--- src/rtl/pat_pkg.sv ---
package pat_pkg;

  localparam int DEPTH   = 64;
  localparam int OP_W    = 2;
  localparam int POS_W   = 7;
  localparam int VAL_W   = 32;
  localparam int STAT_W  = 2;
  localparam int CNT_W   = $clog2(DEPTH + 1);
  localparam int IDX_W   = $clog2(DEPTH);
  localparam int Q_DEPTH = 2;
  localparam int Q_PTR_W = 1;
  localparam int Q_CNT_W = 2;

  typedef enum logic [OP_W-1:0] {
    OP_INSERT = 2'd0,
    OP_DELETE = 2'd1,
    OP_SEARCH = 2'd2,
    OP_UPDATE = 2'd3
  } op_t;

  typedef enum logic [STAT_W-1:0] {
    ST_DONE      = 2'd0,
    ST_INVALID   = 2'd1,
    ST_FULL      = 2'd2,
    ST_NOT_FOUND = 2'd3
  } status_t;

  typedef enum logic [2:0] {
    CMD_INSERT,
    CMD_DELETE,
    CMD_UPDATE,
    CMD_SEARCH,
    CMD_REPLY
  } cmd_kind_t;

  typedef enum logic {
    BK_IDLE,
    BK_SCAN
  } back_state_t;

  typedef struct packed {
    cmd_kind_t                kind;
    logic [IDX_W-1:0]         idx;
    logic signed [VAL_W-1:0]  value;
    status_t                  status;
    logic [CNT_W-1:0]         count;
  } cmd_t;

endpackage

--- src/rtl/pat_queue.sv ---
module pat_queue (
  input  logic           clk,
  input  logic           rst_n,
  input  logic           wr,
  input  pat_pkg::cmd_t  wr_data,
  output logic           full,
  input  logic           rd,
  output pat_pkg::cmd_t  rd_data,
  output logic           empty
);
  import pat_pkg::*;

  cmd_t               slot_r [Q_DEPTH];
  logic [Q_PTR_W-1:0] wp_r, rp_r;
  logic [Q_CNT_W-1:0] fill_r;

  assign full    = (fill_r == Q_CNT_W'(Q_DEPTH));
  assign empty   = (fill_r == '0);
  assign rd_data = slot_r[rp_r];

  always_ff @(posedge clk) begin
    if (wr) begin
      slot_r[wp_r] <= wr_data;
    end
  end

  always_ff @(posedge clk) begin
    if (!rst_n) begin
      wp_r   <= '0;
      rp_r   <= '0;
      fill_r <= '0;
    end else begin
      if (wr) begin
        wp_r <= wp_r + Q_PTR_W'(1);
      end
      if (rd) begin
        rp_r <= rp_r + Q_PTR_W'(1);
      end
      if (wr && !rd) begin
        fill_r <= fill_r + Q_CNT_W'(1);
      end else if (rd && !wr) begin
        fill_r <= fill_r - Q_CNT_W'(1);
      end
    end
  end

endmodule

--- config.mk ---
export PLATFORM = sky130hd
export DESIGN_NAME = pat_queue
export DESIGN_NICKNAME = d
export VERILOG_FILES = /design/src/rtl/pat_pkg.sv /design/src/rtl/pat_queue.sv
export SDC_FILE = /design/constraint.sdc
export NUM_CORES = 1
export LEC_CHECK = 0
export BUFFER_PORTS_ARGS = -buffer_cell sky130_fd_sc_hd__buf_2
export CAP_MARGIN = 20
export CORE_ASPECT_RATIO = 0.8
export CORE_MARGIN = 2
export CORE_UTILIZATION = 40
export DETAILED_ROUTE_END_ITERATION = 8
export HOLD_SLACK_MARGIN = 0.05
export SKIP_CTS_REPAIR_TIMING = 1
export SYNTH_ARGS = -nofsm -noshare
export SYNTH_HDL_FRONTEND = slang
export SYNTH_SLANG_ARGS = --single-unit
--- constraint.sdc ---
create_clock -name clk -period 4.19 [get_ports clk]
set_input_delay 1.0475 -clock clk [delete_from_list [all_inputs] [get_ports clk]]
set_output_delay 1.0475 -clock clk [all_outputs]
set_load 0.005 [all_outputs]
Yosys cells after proc, flatten, opt, wreduce, memory -nomap -nowiden
Memory sizes are Yosys's and may differ from the RTL's. A register that Yosys moved wholly into a read port is not among the register bits.
Cells that the tools add are included.

storage, ports and cells
  bits in registers = 4
  bits in writable memories = 100
  input port bits = 54
  output and inout port bits = 52
  word-level logic and storage cells = 21
  memories = 1

operators by class
  $add $sub $neg = 4
  eq/ne operators = 1
  multiplexer cells = 6
  reductions and logical operators = 6

memory list
  name    depth  bits a word  read ports  clocked after memory_dff  write ports  line             RTL
  slot_r  2      50           1           1                         1            pat_queue.sv:13  cmd_t slot_r [Q_DEPTH];

operator list
  kind                                               number
  two-way mux 1 bit                                  4
  two-way mux 2 bit                                  2
  adder 1 bit (second input constant)                2
  adder 2 x 1 -> 2 bit (second input constant)       1
  equality test 2 bit (second input constant)        1
  logical AND 1 bit                                  2
  zero test 1 bit                                    2
  zero test 2 bit                                    1
  nonzero test 2 bit                                 1
  subtractor 2 x 1 -> 2 bit (second input constant)  1

Logic depth before layout (Yosys ltp)
  depth after elaboration = 4
  gate-level depth with buffers = 5
  gate-level depth less buffers = 5

Worst setup path before layout
No wires, ideal clock.

  path type = input to register
  start point = in wr
  end point = mem slot_r[0][0] (netlist bit), enable pin
  arrival time = 3.295 ns
  data required time = 3.725 ns
  slack = 0.430 ns
  cell stages on the path = 1
  path buffers = 0
  cell sequence = nor2b_1

between the ends
  cells in the longest elaborated chain, start to end = 2

RTL lines
  element                                  line             RTL
  from (decl)                              pat_queue.sv:4   input logic wr,
  two-way mux 1 bit                        pat_queue.sv:22  if (wr) begin
  two-way mux 1 bit (not written as such)  pat_queue.sv:23  slot_r[wp_r] <= wr_data;
  to (decl)                                pat_queue.sv:13

Every way passes these cells.

==> impl_metrics.py <==
metrics = {
    "timing": {
        "setup-tns-final_ns": 0,
        "fin_crit_sh_pct": 71.2,
        "max_slew.worst_pin.slew_ns": 0.803,
        "slew_violations": 0,
        "finalCriticalPeriod_ns": 2.98,
        "rsz0062_at_grt": "no",
        "maxSlewHeadroom_pct": 46.3,
        "setup_viol": 0,
        "finalHoldViolCount": 0,
        "fin_skew_ns": 0.00347,
        "timing.fmax_mhz": 335,
        "fin_ws_ns": 1.21,
    },
    "hold_path": {
        "hold_class": "reg -> reg",
    },
    "power": {
        "leakage_nw": 1.82,
        "p_total_mw": 2.30,
        "power_density_nw_per_um2": 478,
        "peakVddDrop_uv": 269,
    },
    "floorplanning": {
        "initial_utilization_pct": 41.7,
        "ios": 106,
        "rows": 31,
        "die_w_um": 113,
        "die_h_um": 91.4,
        "core_area_um2": 9150,
        "dieArea_um2": 10300,
    },
    "worst_setup_path": {
        "cp_max_fo": 23,
        "critPathBufInv": 2,
        "cpPeakStageDelay_ns": 0.70,
        "cp.required_ns": 3.14,
        "crit_slowest_cell": "dfxtp_2",
        "crit_path_end_kind": "output pin",
        "start_kind": "register",
        "worstPathArrival_ns": 1.94,
        "critPathKind": "reg -> out",
        "path_cells": "buf_4 -> mux2_2 -> buf_2",
        "crit_family": "flip-flops",
    },
    "yosys": {
        "ys_seq_area_share_pct": 81.3,
        "syn_avg_cell_area_um2": 21.4,
        "synthCells": 178,
        "syn_area_um2": 3810,
        "syn_nets": 233,
        "ys_ff_latch": 105,
        "yosysWarnings": 0,
        "ys_types": 17,
    },
    "routing": {
        "first_pass_iters": 8,
        "wl_per_cell_um": 15.9,
        "ant_nets": 0,
        "met1_length_mm": 2.94,
        "drt-total-wl_mm": 6.54,
        "highest_layer": "met4",
        "wl_met3_um": 701,
        "vias_per_cell": 4.65,
        "route.detailed.drc": 7,
        "dr_total_vias": 1914,
        "wl_met2_mm": 2.81,
        "drtIter0Drc": 78,
    },
    "global_route": {
        "grt_pass1_vias": 1951,
        "grt_overflow": 0,
        "grt_pass1_wl_mm": 10.0,
        "grt_max_degree": 51,
        "antenna_found_initial": 0,
        "grt_usage_pct": 13.3,
    },
    "clock_network": {
        "clock_latency_ns": 0.34,
        "path_clk_slew_ns": 0.06,
        "htreeDepth": 3,
        "cts-root-buf": "clkbuf_16",
        "clk_path_buf_depth": 2,
        "clock_sinks": 105,
        "cts_buffers": 9,
        "cts_tree": "done",
    },
    "placed_design": {
        "hpwl_mm": 4.24,
        "pre_cts_slack_ns": 1.51,
        "gp_congestion": 0.682,
        "portBuffers": 105,
    },
    "finish": {
        "fin_nets": 347,
        "seq_area_um2": 3100,
        "utilization_pct": 52.6,
        "drive_above_1_share_pct": 58.6,
        "fillers": 786,
        "area_growth_pct": 26.3,
        "multi_input_area_um2": 687,
        "n_antenna_cell": 0,
    },
    "status": {
        "failed_checks": "design-rule violations",
        "status": "finished, violations left",
    },
    "run": {
        "maxCapViolations": 0,
    },
}
power breakdown:
part	switching, mW	internal (mW)	leakage, nW
Sequential	0.0227	1.21	0.980
Clock	0.340	0.520	0.154
Combinational	0.0932	0.115	0.689
Total	0.456	1.85	1.82
flip-flops by register name, summed over array words and instances, names as in the netlist, named ones only:
name and count:
fill_r 2, rp_r 1, slot_r 100, wp_r 1
cell usage in the layout (no fill, tap or decap):
master	Yosys	layout
clkinv_2	0	2
and2_1	4	3
clkinv_4	0	1
buf_2	6	105
mux2_2	47	47
xnor2_1	1	1
dfxtp_1	5	4
edfxtp_1	100	100
a21boi_1	1	1
inv_1	1	1
clkbuf_16	0	9
clkbuf_1	0	1
buf_12	0	1
and2_2	0	1
or3_1	1	1
ha_1	1	1
o21a_1	1	1
nor2_1	1	1
mux2_1	3	3
o21ai_0	1	1
nor2b_4	0	1
clkinv_1	0	1
and2b_2	1	1
nor2b_1	2	1
bufinv_16	0	2
dfxtp_2	0	1
xor2_1	2	2
buf_4	0	3
synth_stat cells (all sizes together):
master / instances / share of area, %
xor2: 2 / 0.46
nor2: 1 / 0.098
buf: 6 / 0.79
o21ai: 1 / 0.13
nor2b: 2 / 0.33
and2: 4 / 0.66
dfxtp: 5 / 2.6
o21a: 1 / 0.20
or3: 1 / 0.16
edfxtp: 100 / 79
xnor2: 1 / 0.23
ha: 1 / 0.33
and2b: 1 / 0.23
mux2: 50 / 15
a21boi: 1 / 0.20
inv: 1 / 0.098
worst paths after layout:
path / start / end / slack (ns) / cells after the start
min reg2reg: fill_r[1] / fill_r[1] / 0.52 / 2
min: fill_r[1] / fill_r[1] / 0.52 / 2
max: register / rd_data[6] / 1.21 / 3
max reg2reg: wp_r / slot_r[0][46] / 2.61 / 2
tightest hold or removal path, stage by stage, from the launching register on:
cell and delay (ns):
dfxtp_1 0.34, o21ai_0 0.08, a21boi_1 0.06
layout make-up:
class | count | share of cell area [%]
clock buffers | 10 | 4.75
clock inverters | 6 | 1.71
inverters | 1 | 0.0779
multi-input cells | 66 | 14.3
flip-flops and latches | 105 | 64.4
well taps | 115 | 2.99
repair buffers | 109 | 11.8
stage by stage:
step	hold WS, ns	std cells	area, um2
6_report	0.517	412	4820
5_1_grt	0.550	412	4820
4_1_cts	0.513	412	4820
3_5_place_dp	0.503	396	4510
3_3_place_gp	0.486	396	4510
2_1_floorplan	0.466	178	3810
kinds of logic (layout without fill, tap and decap cells):
family | after synthesis | count (layout) | synth area share (%)
flip-flops | 105 | 105 | 81.3
adder cells (fa/ha/maj) | 1 | 1 | 0.328
AO/OA/AOI/OAI | 3 | 3 | 0.525
multiplexers | 50 | 50 | 14.8
XOR/XNOR | 3 | 3 | 0.689
AND/OR/NAND/NOR | 9 | 9 | 1.48
buffers and inverters | 7 | 126 | 0.885
per-layer routing:
layer  global-route usage [%]  vias to the layer above
li1                         -                      919
met1                     17.4                      910
met2                     18.7                       76
met3                     7.54                        9
met4                     4.57                        0
met5                        0                        -
No activity file was read; power rests on OpenSTA's default activity.
