<file path="src/rtl/pat_pkg.sv">
package pat_pkg;

  localparam int DEPTH   = 64;
  localparam int OP_W    = 2;
  localparam int POS_W   = 7;
  localparam int VAL_W   = 32;
  localparam int STAT_W  = 2;
  localparam int CNT_W   = $clog2(DEPTH + 1);
  localparam int IDX_W   = $clog2(DEPTH);
  localparam int Q_DEPTH = 2;
  localparam int Q_PTR_W = 1;
  localparam int Q_CNT_W = 2;

  typedef enum logic [OP_W-1:0] {
    OP_INSERT = 2'd0,
    OP_DELETE = 2'd1,
    OP_SEARCH = 2'd2,
    OP_UPDATE = 2'd3
  } op_t;

  typedef enum logic [STAT_W-1:0] {
    ST_DONE      = 2'd0,
    ST_INVALID   = 2'd1,
    ST_FULL      = 2'd2,
    ST_NOT_FOUND = 2'd3
  } status_t;

  typedef enum logic [2:0] {
    CMD_INSERT,
    CMD_DELETE,
    CMD_UPDATE,
    CMD_SEARCH,
    CMD_REPLY
  } cmd_kind_t;

  typedef enum logic {
    BK_IDLE,
    BK_SCAN
  } back_state_t;

  typedef struct packed {
    cmd_kind_t                kind;
    logic [IDX_W-1:0]         idx;
    logic signed [VAL_W-1:0]  value;
    status_t                  status;
    logic [CNT_W-1:0]         count;
  } cmd_t;

endpackage

</file>
<file path="src/rtl/pat_if.sv">
interface pat_in_if;
  import pat_pkg::*;

  logic                    valid;
  logic                    ready;
  logic [OP_W-1:0]         op;
  logic [POS_W-1:0]        position;
  logic signed [VAL_W-1:0] value;

  modport source (output valid, output op, output position, output value, input ready);
  modport sink (input valid, input op, input position, input value, output ready);
endinterface


</file>
<file path="src/rtl/pat_front.sv">
module pat_front (
  input  logic           clk,
  input  logic           rst_n,
  pat_in_if.sink         in_ch,
  input  logic           q_full,
  output logic           q_wr,
  output pat_pkg::cmd_t  q_wr_data
);
  import pat_pkg::*;

  logic [CNT_W-1:0] cnt_r, cnt_nxt;
  logic [POS_W-1:0] cnt_ext;
  logic             pos_zero;

  assign in_ch.ready = !q_full;
  assign q_wr        = in_ch.valid && !q_full;
  assign cnt_ext     = POS_W'(cnt_r);
  assign pos_zero    = (in_ch.position == '0);

  // shadow count: range and full checks are decided here, and the count travels with each command to the back end
  always_comb begin
    cnt_nxt          = cnt_r;
    q_wr_data.kind   = CMD_REPLY;
    q_wr_data.idx    = IDX_W'(in_ch.position - POS_W'(1));
    q_wr_data.value  = in_ch.value;
    q_wr_data.status = ST_DONE;
    unique case (op_t'(in_ch.op))
      OP_INSERT: begin
        if (pos_zero || in_ch.position > cnt_ext + POS_W'(1)) begin
          q_wr_data.status = ST_INVALID;
        end else if (cnt_r == CNT_W'(DEPTH)) begin
          q_wr_data.status = ST_FULL;
        end else begin
          q_wr_data.kind = CMD_INSERT;
          cnt_nxt        = cnt_r + CNT_W'(1);
        end
      end
      OP_DELETE: begin
        if (pos_zero || in_ch.position > cnt_ext) begin
          q_wr_data.status = ST_INVALID;
        end else begin
          q_wr_data.kind = CMD_DELETE;
          cnt_nxt        = cnt_r - CNT_W'(1);
        end
      end
      OP_UPDATE: begin
        if (pos_zero || in_ch.position > cnt_ext) begin
          q_wr_data.status = ST_INVALID;
        end else begin
          q_wr_data.kind = CMD_UPDATE;
        end
      end
      OP_SEARCH: begin
        q_wr_data.kind = CMD_SEARCH;
      end
      default: ;
    endcase
    q_wr_data.count = cnt_nxt;
  end

  always_ff @(posedge clk) begin
    if (!rst_n) begin
      cnt_r <= '0;
    end else if (q_wr) begin
      cnt_r <= cnt_nxt;
    end
  end

endmodule

</file>
<file path="src/flat_wrapper.sv">
// flat-port wrapper written by rule: the top's interface ports become plain ports
module pat_front_flat import pat_pkg::*;
  (clk, rst_n, q_full, q_wr, q_wr_data, in_ch_valid, in_ch_op, in_ch_position, in_ch_value, in_ch_ready);
  pat_in_if in_ch_i ();
  input  logic clk;
  input  logic rst_n;
  input  logic q_full;
  output logic q_wr;
  output pat_pkg::cmd_t q_wr_data;
  input wire logic [$bits(in_ch_i.valid)-1:0] in_ch_valid;
  input wire logic [$bits(in_ch_i.op)-1:0] in_ch_op;
  input wire logic [$bits(in_ch_i.position)-1:0] in_ch_position;
  input wire logic [$bits(in_ch_i.value)-1:0] in_ch_value;
  output wire logic [$bits(in_ch_i.ready)-1:0] in_ch_ready;
  assign in_ch_i.valid = in_ch_valid;
  assign in_ch_i.op = in_ch_op;
  assign in_ch_i.position = in_ch_position;
  assign in_ch_i.value = in_ch_value;
  assign in_ch_ready = in_ch_i.ready;
  pat_front u_core (.clk(clk), .rst_n(rst_n), .in_ch(in_ch_i), .q_full(q_full), .q_wr(q_wr), .q_wr_data(q_wr_data));
endmodule
</file>
<file path="config.mk">
export PLATFORM = sky130hd
export DESIGN_NAME = pat_front_flat
export DESIGN_NICKNAME = d
export VERILOG_FILES = /design/src/rtl/pat_pkg.sv /design/src/rtl/pat_if.sv /design/src/rtl/pat_front.sv /design/src/flat_wrapper.sv
export SDC_FILE = /design/constraint.sdc
export NUM_CORES = 1
export LEC_CHECK = 0
export BUFFER_PORTS_ARGS = -buffer_cell sky130_fd_sc_hd__buf_2
export CAP_MARGIN = 30
export CORE_ASPECT_RATIO = 0.8
export CORE_MARGIN = 2
export CORE_UTILIZATION = 35
export CTS_CLUSTER_SIZE = 20
export DETAILED_ROUTE_END_ITERATION = 10
export HOLD_SLACK_MARGIN = 0.08
export PLACE_DENSITY = 0.67
export SLEW_MARGIN = 25
export SYNTH_ARGS = -nofsm -noshare
export SYNTH_HDL_FRONTEND = slang
export SYNTH_SLANG_ARGS = --single-unit
</file>
<file path="constraint.sdc">
create_clock -name clk -period 2.86 [get_ports clk]
set_input_delay 0.143 -clock clk [delete_from_list [all_inputs] [get_ports clk]]
set_output_delay 0.143 -clock clk [all_outputs]
set_load 0.03 [all_outputs]
</file>
* After elaboration in Yosys (flattened, before gate mapping) *
Cells that the tools add are included.
W data, S select, Z words.

operators by class
  reduce and logical (&&, ||, !) cells = 7
  $add $sub $neg = 3
  eq/ne operators = 4
  muxes and demuxes = 13
  $lt $le $gt $ge = 2

operators with widths
  cell                   count
  $mux W7                3
  $gt A7 B7 Y1           2
  $pmux W7 S2            1
  $mux W3                4
  $pmux W3 S4            1
  $add A7 B1 Y7 const B  1
  $eq A7 B7 Y1 const B   1
  $logic_not A7 Y1       1
  $sub A7 B1 Y7 const B  1
  $sub A6 B1 Y6 const B  1
  $eq A2 B2 Y1 const B   2
  $mux W2                2
  $pmux W2 S2            1
  $eq A2 B1 Y1 const B   1
  $logic_not A2 Y1       1
  $logic_or A1 B1 Y1     2
  $reduce_or A2 Y1       1
  $logic_and A1 B1 Y1    1
  $logic_not A1 Y1       1
  $mux W1                1

word-level totals
  output and inout port bits = 52
  logic and storage cells = 30
  bits of input ports = 45
  flip-flop bits (word level) = 7

* Logic depth before layout (Yosys ltp) *
Gate-level depths: netlist of run 1.

  depth in word-level cells = 5
  mapped depth = 11
  depth with buffers taken out = 11

* Least setup slack after synthesis of run 1 *
No wires, ideal clock.

  kind = reg-to-output
  start = reg u_core.cnt_r[0], in the netlist u_core.cnt_ext[0]
  end = out q_wr_data[8] (netlist name)
  slack = -0.004 ns
  buffers on the path = 0
  cell stages (with the launch flop) = 11
  data required time = 2.717 ns
  arrival time = 2.721 ns
  cells stage by stage = dfxtp_1 -> ha_1 -> nand3_1 -> nor3_1 -> xnor2_1 -> ha_1 -> a21oi_1 -> o21ai_1 -> o21ai_1 -> nand2_1 -> nor3_1

RTL lines
  item                      RTL line           RTL
  start: declaration        pat_front.sv:11    logic [CNT_W-1:0] cnt_r, cnt_nxt;
  start signal: assignment  pat_front.sv:65    cnt_r <= cnt_nxt;
  end: declaration          flat_wrapper.sv:9  output pat_pkg::cmd_t q_wr_data;

==> results.py, run 1 <==
metrics = {
    "floorplanning": {
        "start_util": 0.374,
        "rows": 21,
        "die-area_um2": 5130,
        "die_w_um": 79.6,
        "ios": 97,
        "die-height_um": 64.5,
        "coreArea_um2": 4280,
    },
    "yosys": {
        "ys_types": 47,
        "seq_area_frac_synth": 0.0876,
        "avgSynthCellArea_um2": 7.14,
        "synth_compound_area_frac": 0.220,
        "netlist_area_um2": 1600,
        "synthAdderAreaFrac": 0.156,
        "synth_top_family_by_area": "simple AND/OR/NAND/NOR gates",
        "ys.flop_type": "dfxtp_1",
        "synth_edf_count": 0,
        "ys_warn_count": 0,
        "syn-num-nets": 289,
        "postSynthCellCount": 224,
        "synth_xor_xnor_area_share": 0.0547,
        "ys_ff_latch": 7,
        "synthSimpleGateAreaFrac": 0.260,
        "async_flop_share": 0,
        "synthMuxAreaShare": 0.0188,
    },
    "critical_path": {
        "crit_fanout": 3,
        "path_class": "flop to output port",
        "critPathLaunchType": "flop",
        "max_stage_delay_ns": 0.50,
        "cpMaxStageDelayCell": "or4_4",
        "path_delay_family": "simple AND/OR/NAND/NOR gates",
        "crit_path_end_kind": "output port",
        "worstPathCellList": "ha_4 -> nand3_4 -> nor3_4 -> xnor2_2 -> ha_1 -> nand4_1 -> or2_1 -> o21a_1 -> or4_4 -> nand2_2 -> a32o_2 -> buf_6",
        "path_buf_inv": 1,
        "worst_ep_arrival_time_ns": 2.80,
        "critPathRequiredTime_ns": 2.72,
    },
    "place": {
        "dp_hpwl_mm": 3.51,
        "gp_congestion": 0.894,
        "port_buffers": 32,
        "place_area_um2": 1690,
        "place_inst": 289,
    },
    "clocking": {
        "htreeDepth": 1,
        "cts.path.max_buffers": 2,
        "clkSinkCount": 7,
        "cts_buffers": 3,
        "clk_pin_slew_ns": 0.04,
        "cts_tree": "yes",
        "clk_latency_ns": 0.23,
        "cts-root-buf": "clkbuf_8",
    },
    "final_layout": {
        "fin_util": 0.460,
        "area_growth_pct": 23.1,
        "drive_gt1_frac": 0.396,
        "largest_reg_flops": 7,
        "mostFrequentLayoutCell": "buf_2",
        "antenna_cells": 0,
        "nets": 306,
        "finalNonFillerCells": 297,
        "layout_common_cells": "buf_2 (24), buf_4 (23), ha_1 (18)",
        "fin_area_um2": 1970,
    },
    "drt": {
        "drt_iter0_drc": 138,
        "drt-pass1-iter-count": 4,
        "ant_nets": 0,
        "drc": 0,
        "wl_mm": 4.66,
        "post_drt_wl_per_cell_um": 15.7,
        "vias": 1691,
        "viasPerCell": 5.69,
    },
    "timing": {
        "drv_slew": 0,
        "period_minus_slack_ns": 2.94,
        "hold_viol_final": 0,
        "period_share": 1.03,
        "timing.final.ws_setup_ns": -0.0817,
        "rsz0062_at_grt": "true",
        "relSlewSlack": 0.585,
        "whs_ns": 0.236,
        "worstMarginPinSlew_ns": 0.620,
        "final.setup.tns_ns": -0.101,
        "fmax_mhz": 340,
        "setup_viol": 3,
        "final.setup_skew_ns": 0.00281,
    },
    "power_and_ir_drop": {
        "ir_worst_vdd_mv": 0.172,
        "p_leak_nw": 0.838,
        "power.density_nw_per_um2": 296,
    },
    "grt": {
        "grt_pass1_vias": 1570,
        "grt_pass1_wl_mm": 7.53,
        "gr-total-overflow": 0,
        "antenna_found_initial": 0,
        "grt_max_degree": 21,
        "grt_usage": 0.184,
    },
    "hold_path": {
        "hp-class": "input port to flop",
    },
    "status": {
        "status": "complete, but fails checks",
        "violations": "setup timing",
    },
    "flow_run": {
        "maxCapViolCount": 0,
    },
}
[repair_timing]
action,CTS,global route
endpoints found under the setup margin,7,10
gates cloned,0,0
resized for setup,25,26
hold buffers,0,0
pin swaps,12,7
setup buffers,2,2
[final cells by class]
class,count,area [um^2]
multi-input cells,165,1310
inverters,12,45.0
well taps,57,71.3
fillers,418,2310
repair buffers,52,358
clock buffers,4,45.0
flip-flops and latches,7,145
[per-stage QoR]
stage | power [mW] | setup slack, ns
floorplan | 0.381 | 0.0342
global placement | 0.394 | 0.0801
detailed placement | 0.396 | 0.0145
CTS | 0.558 | -0.0631
global route | 0.622 | -0.258
finish | 0.582 | -0.0817
[synthesized netlist by cell type, types with 3 or more instances]
library cell | number | area, um^2
a21oi_1 | 16 | 80.1
a31oi_1 | 3 | 18.8
buf_4 | 32 | 240
clkbuf_1 | 7 | 26.3
dfxtp_1 | 7 | 140
ha_1 | 20 | 250
inv_1 | 11 | 41.3
mux2i_1 | 3 | 30.0
nand2_1 | 19 | 71.3
nand2b_1 | 4 | 25.0
nand3_1 | 8 | 40.0
nand4_1 | 6 | 37.5
nor2_1 | 11 | 41.3
nor2b_1 | 3 | 18.8
nor3_1 | 9 | 45.0
o21a_1 | 4 | 30.0
o21ai_0 | 9 | 45.0
o21ai_1 | 6 | 30.0
o22ai_1 | 3 | 18.8
or3_1 | 3 | 18.8
xnor2_1 | 7 | 61.3
xor2_1 | 3 | 26.3
[cell families after synthesis]
group	after synthesis
flops	7
simple gates	77
buf+inv	52
xor+xnor	10
mux	3
compound gates	55
fa+ha+maj	20
[layer usage]
metal	GRT usage	vias up	wire length, um
li1	-	804	-
met4	0.0711	0	133
met2	0.265	86	2000
met5	0	-	0
met3	0.0432	20	442
met1	0.263	781	2080
[final timing paths]
path,slack [ns],to,start,depth (start not counted)
worst max-delay path,-0.08,q_wr_data[2],u_core.cnt_ext[1]$_SDFFE_PN0P_,12
worst min-delay path,0.24,u_core.cnt_ext[2]$_SDFFE_PN0P_,rst_n,2
worst max register to register,0.24,u_core.cnt_ext[3]$_SDFFE_PN0P_,u_core.cnt_ext[1]$_SDFFE_PN0P_,12
worst min register to register,0.62,u_core.cnt_ext[0]$_SDFFE_PN0P_,u_core.cnt_ext[0]$_SDFFE_PN0P_,2
[report_power, final]
group	switching [mW]	internal, mW
Sequential	0.00564	0.102
Clock	0.0488	0.0969
Combinational	0.198	0.131
Total	0.253	0.330
Note: power is estimated with default switching activity, not from simulation.
==> run 2, diff against run 1 <==
==> constraint.sdc (replaced) <==
create_clock -name clk -period 2.86 [get_ports clk]
set_input_delay 0.143 -clock clk [delete_from_list [all_inputs] [get_ports clk]]
set_output_delay 0.143 -clock clk [all_outputs]
set_load 0.05 [all_outputs]
==> run 2 against run 1 <==
Against the previous run: the flow still finishes with violations (setup timing); clock skew increased by 0.0041 ns; routed wire length decreased by 4.6%; core utilization about the same; register-to-register slack got worse by 0.02 ns; sequential power about the same; largest cell class unchanged; worst setup slack improved by 0.045 ns; via count decreased by 3.7%; maximum frequency increased by 1.5%; total power increased by 7.0%.
==> results.py, run 2 (synthesis results as in run 1) <==
metrics = {
    "clocking": {
        "holdBufCountCts": 0,
        "cts_tree": "yes",
        "clk_latency_ns": 0.23,
        "clkSinkCount": 7,
        "cts.path.max_buffers": 2,
        "cts_buffers": 3,
        "htreeDepth": 1,
        "clk_pin_slew_ns": 0.04,
        "cts-root-buf": "clkbuf_8",
    },
    "place": {
        "dp_worst_setup_slack_ns": -0.0672,
        "place_area_um2": 1710,
        "place_inst": 291,
        "gp_congestion": 0.977,
        "port_buffers": 32,
        "dp_hpwl_mm": 3.43,
    },
    "power_and_ir_drop": {
        "p_leak_nw": 0.849,
        "power_mw": 0.623,
        "power.density_nw_per_um2": 317,
        "ir_worst_vdd_mv": 0.128,
    },
    "timing": {
        "period_minus_slack_ns": 2.90,
        "final.setup.tns_ns": -0.0978,
        "rsz0062_at_grt": "true",
        "worstMarginPinSlew_ns": 0.562,
        "final.setup_skew_ns": 0.00690,
        "drv_slew": 0,
        "whs_ns": 0.248,
        "hold_viol_final": 0,
        "period_share": 1.01,
        "timing.final.ws_setup_ns": -0.0370,
        "fmax_mhz": 345,
        "setup_viol": 4,
        "relSlewSlack": 0.624,
    },
    "flow_run": {
        "maxCapViolCount": 0,
    },
    "final_layout": {
        "area_growth_pct": 23.0,
        "fin_area_um2": 1970,
        "layout_common_cells": "buf_2 (23), buf_4 (21), ha_1 (18)",
        "finalNonFillerCells": 299,
        "fin_util": 0.460,
        "antenna_cells": 0,
        "mostFrequentLayoutCell": "buf_2",
        "nets": 308,
        "drive_gt1_frac": 0.388,
        "largest_reg_flops": 7,
    },
    "grt": {
        "gr-total-overflow": 0,
        "grt_usage": 0.170,
        "grt_max_degree": 21,
        "grt_pass1_wl_mm": 6.91,
        "antenna_found_initial": 0,
        "grt_pass1_vias": 1423,
    },
    "drt": {
        "drc": 0,
        "viasPerCell": 5.44,
        "ant_nets": 0,
        "wl_mm": 4.44,
        "vias": 1628,
        "drt-pass1-iter-count": 5,
        "drt_iter0_drc": 139,
        "post_drt_wl_per_cell_um": 14.9,
    },
    "floorplanning": {
        "rows": 21,
        "ios": 97,
        "die-area_um2": 5130,
        "coreArea_um2": 4280,
        "start_util": 0.374,
        "die_w_um": 79.6,
        "die-height_um": 64.5,
    },
    "status": {
        "violations": "setup timing",
        "status": "complete, but fails checks",
    },
    "critical_path": {
        "crit_fanout": 5,
        "timing.rr.start": "u_core.cnt_ext[1]$_SDFFE_PN0P_",
        "critPathRequiredTime_ns": 2.72,
        "worst_ep_arrival_time_ns": 2.75,
        "critPathLaunchType": "flop",
        "path_class": "flop to output port",
        "crit_path_end_kind": "output port",
        "worstSetupStartpoint": "u_core.cnt_ext[1]$_SDFFE_PN0P_",
    },
    "hold_path": {
        "hp-class": "input port to flop",
        "min_from": "rst_n",
    },
}
-- run 2: worst paths after layout --
| check | to | slack (ns) | depth (start not counted) |
|---|---|---|---|
| min | u_core.cnt_ext[2]$_SDFFE_PN0P_ | 0.25 | 2 |
| max | q_wr_data[2] | -0.04 | 12 |
| max reg2reg | u_core.cnt_ext[3]$_SDFFE_PN0P_ | 0.22 | 12 |
| min reg2reg | u_core.cnt_ext[0]$_SDFFE_PN0P_ | 0.60 | 2 |
-- run 2: final cells by class --
class / instances / area, um^2
Timing Repair Buffer: 54 / 382
Sequential cell: 7 / 143
Clock buffer: 4 / 45.0
Multi-Input combinational cell: 165 / 1280
Tap cell: 57 / 71.3
Inverter: 12 / 45.0
Fill cell: 419 / 2310
-- run 2: per-layer routing --
metal / wire length (um) / vias up / part of all wire / track usage
met5: 0 / - / 0 / 0
met4: 25 / 0 / 0.0056 / 0.0302
met3: 437 / 6 / 0.098 / 0.0446
met2: 1960 / 73 / 0.44 / 0.264
met1: 2010 / 740 / 0.45 / 0.239
li1: - / 809 / - / -
-- run 2: report_power, final --
part | switching, mW | leakage, nW | total [mW] | internal, mW
clock network | 0.0493 | 0.0228 | 0.146 | 0.0970
registers | 0.00409 | 0.0579 | 0.106 | 0.102
logic | 0.238 | 0.769 | 0.371 | 0.133
total | 0.292 | 0.849 | 0.623 | 0.331
-- run 2: timing repair --
action / 4_1_cts / 5_1_grt
gates resized for setup: 29 / 19
pin swaps: 7 / 6
setup endpoints to repair: 7 / 9
cloned: 0 / 0
buffers inserted: 1 / 3
-- run 2: worst max-delay path, cell delays in order, from the launching register on --
cell and delay (ns):
dfxtp_1 0.33, buf_4 0.14, nand3_1 0.13, nor3_2 0.18
xnor2_1 0.12, ha_1 0.31, nand4_1 0.13, or2_1 0.24
o21a_1 0.14, or4_4 0.45, nand2_2 0.07, a32o_2 0.14
buf_8 0.15
==> run 3, diff against run 2 <==
--- a/config.mk
+++ b/config.mk
@@ -18,3 +18,4 @@
 export SYNTH_ARGS = -nofsm -noshare
 export SYNTH_HDL_FRONTEND = slang
 export SYNTH_SLANG_ARGS = --single-unit
+export TNS_END_PERCENT = 5
==> run 3 against run 2 <==
Against the previous run: the run still ends with setup timing left; worst setup slack worse by 0.068 ns; cell count is 0.33% lower; first-iteration DRC count is 3.6% lower; die area stayed put; clock-buffer cell count stayed put; final area is 1.4% higher; non-clock buffer count is 1 lower; register-to-register slack better by 0.03 ns; maximum frequency is 2.3% lower; clock skew is 0.0057 ns lower; critical path depth stayed put; global-route usage is 0.70 points higher; critical endpoint unchanged; largest cell class unchanged.
==> results.py, run 3 (synthesis results as in run 1) <==
metrics = {
    "status": {
        "status": "complete, but fails checks",
        "violations": "setup timing",
    },
    "floorplanning": {
        "die-height_um": 64.5,
        "start_util": 0.374,
        "die_w_um": 79.6,
        "ios": 97,
        "die-area_um2": 5130,
        "coreArea_um2": 4280,
        "rows": 21,
    },
    "power_and_ir_drop": {
        "p_sw_frac": 0.470,
        "power.density_nw_per_um2": 310,
        "p_leak_nw": 0.860,
        "clkPwrFrac": 0.234,
        "power_frac_comb": 0.594,
        "seqPwrFrac": 0.172,
        "ir_worst_vdd_mv": 0.170,
        "internal_power_mw": 0.328,
        "power_switching_mw": 0.290,
    },
    "place": {
        "port_buffers": 32,
        "gp_congestion": 0.974,
        "dp_worst_setup_slack_ns": -0.0150,
        "dp_hpwl_mm": 3.55,
    },
    "timing": {
        "final.setup_skew_ns": 0.00118,
        "period_share": 1.04,
        "drv_slew": 0,
        "worstMarginPinSlew_ns": 0.493,
        "final.setup.tns_ns": -0.217,
        "setup_viol": 6,
        "relSlewSlack": 0.670,
        "hold_viol_final": 0,
        "period_minus_slack_ns": 2.97,
        "fmax_mhz": 337,
        "timing.final.ws_setup_ns": -0.105,
        "rsz0062_at_grt": "true",
    },
    "critical_path": {
        "reg2reg_to": "u_core.cnt_ext[3]$_SDFFE_PN0P_",
        "timing.rr.start": "u_core.cnt_ext[1]$_SDFFE_PN0P_",
        "crit_fanout": 3,
        "critPathRequiredTime_ns": 2.72,
        "crit_path_end_kind": "output port",
        "critPathLaunchType": "flop",
        "path_class": "flop to output port",
        "ff2ff_setup_slack_ns": 0.25,
        "worst_ep_arrival_time_ns": 2.82,
        "ff2ff_path_depth": 12,
    },
    "clocking": {
        "cts.path.max_buffers": 2,
        "cts-root-buf": "clkbuf_8",
        "cts_tree": "yes",
        "holdBufCountCts": 0,
        "clk_pin_slew_ns": 0.04,
        "clk_latency_ns": 0.23,
        "cts_buffers": 3,
        "htreeDepth": 1,
        "clkSinkCount": 7,
    },
    "grt": {
        "grt_usage": 0.177,
        "grtUsageMet1": 0.241,
        "grt_use_met2": 0.280,
        "use_met3": 0.0432,
        "gr-total-overflow": 0,
        "antenna_found_initial": 0,
        "grt_pass1_vias": 1560,
        "grt_pass1_wl_mm": 7.24,
        "grt_max_degree": 21,
        "grt.busiest_layer": "met2",
    },
    "hold_path": {
        "hp-class": "input port to flop",
        "hold_path_depth": 2,
        "min_from": "rst_n",
        "whs_endpoint": "u_core.cnt_ext[2]$_SDFFE_PN0P_",
    },
    "drt": {
        "wl_mm": 4.58,
        "drt_iter0_drc": 134,
        "viasPerCell": 5.53,
        "drc": 0,
        "vias": 1647,
        "post_drt_wl_per_cell_um": 15.4,
        "ant_nets": 0,
        "drt-pass1-iter-count": 4,
    },
    "final_layout": {
        "nets": 307,
        "drive_gt1_frac": 0.378,
        "largest_reg_flops": 7,
        "layout_common_cells": "buf_2 (22), buf_4 (22), ha_1 (17)",
        "antenna_cells": 0,
        "area_growth_pct": 24.7,
    },
    "flow_run": {
        "maxCapViolCount": 0,
    },
}
==> run 3: cell count changes in the layout (fill, tap and decap cells not counted), moves of 2 or more <==
cell and change:
nor3_4 +2, nand3_4 +2, a21oi_1 +2, o21ai_0 +2
ha_4 +2, dfxtp_2 +2, nor3_2 -3, dfxtp_1 -2
a21oi_2 -2
==> run 3: repair_timing <==
item	4_1_cts	5_1_grt
endpoints found under the setup margin	7	11
setup buffers	0	0
endpoints found under the hold margin	0	0
pin swaps	16	5
resized for setup	33	25
==> run 3: routing by layer <==
| layer | up-vias | share of wire |
|---|---|---|
| met4 | 0 | 0.0033 |
| met3 | 2 | 0.076 |
| met2 | 61 | 0.47 |
| met1 | 781 | 0.45 |
| met5 | - | 0 |
| li1 | 803 | - |
==> run 3: worst max-delay path by stage <==
stage	slack (ns)	from	to	cells past startpoint
floorplan	-0.23	u_core.cnt_ext[0]$_SDFFE_PN0P_	q_wr_data[7]	10
global placement	0.02	u_core.cnt_ext[0]$_SDFFE_PN0P_	q_wr_data[2]	12
detailed placement	-0.02	u_core.cnt_ext[1]$_SDFFE_PN0P_	q_wr_data[2]	12
CTS	-0.06	u_core.cnt_ext[1]$_SDFFE_PN0P_	q_wr_data[2]	12
global route	-0.23	u_core.cnt_ext[1]$_SDFFE_PN0P_	q_wr_data[2]	12
finish	-0.11	u_core.cnt_ext[1]$_SDFFE_PN0P_	q_wr_data[2]	12
==> run 3: critical path, cell delays in order, from the launching register on <==
cell and delay [ns]:
dfxtp_2 0.36, ha_4 0.15, nand3_4 0.08, nor3_2 0.18
xnor2_1 0.12, ha_1 0.34, nand4_1 0.10, or2_1 0.26
o21a_1 0.14, or4_4 0.50, nand2_2 0.08, a32o_2 0.15
buf_8 0.15
==> run 3: power groups by stage <==
stage	clock network (mW)	registers [mW]	logic, mW
floorplan	0	0.106	0.350
global placement	0	0.107	0.323
detailed placement	0	0.107	0.325
CTS	0.144	0.106	0.342
global route	0.150	0.107	0.393
finish	0.144	0.107	0.367
==> run 3: layout make-up <==
type / instances / area (um^2)
inverter: 12 / 45.0
clock buffer: 4 / 45.0
multi-input combinational: 165 / 1310
tap: 57 / 71.3
sequential: 7 / 145
fill: 435 / 2290
timing repair buffer: 53 / 380
==> run 3: per-stage QoR <==
step / total power, mW / util / std cells / area [um^2] / hold slack, ns
after floorplan: 0.456 / - / 224 / 1610 / 0.407
after global placement: 0.430 / 0.401 / 294 / 1720 / 0.286
after detailed placement: 0.432 / 0.401 / 294 / 1720 / 0.286
after CTS: 0.592 / 0.444 / 298 / 1900 / 0.239
after global routing: 0.650 / 0.466 / 298 / 2000 / 0.263
final: 0.618 / 0.466 / 298 / 2000 / 0.238
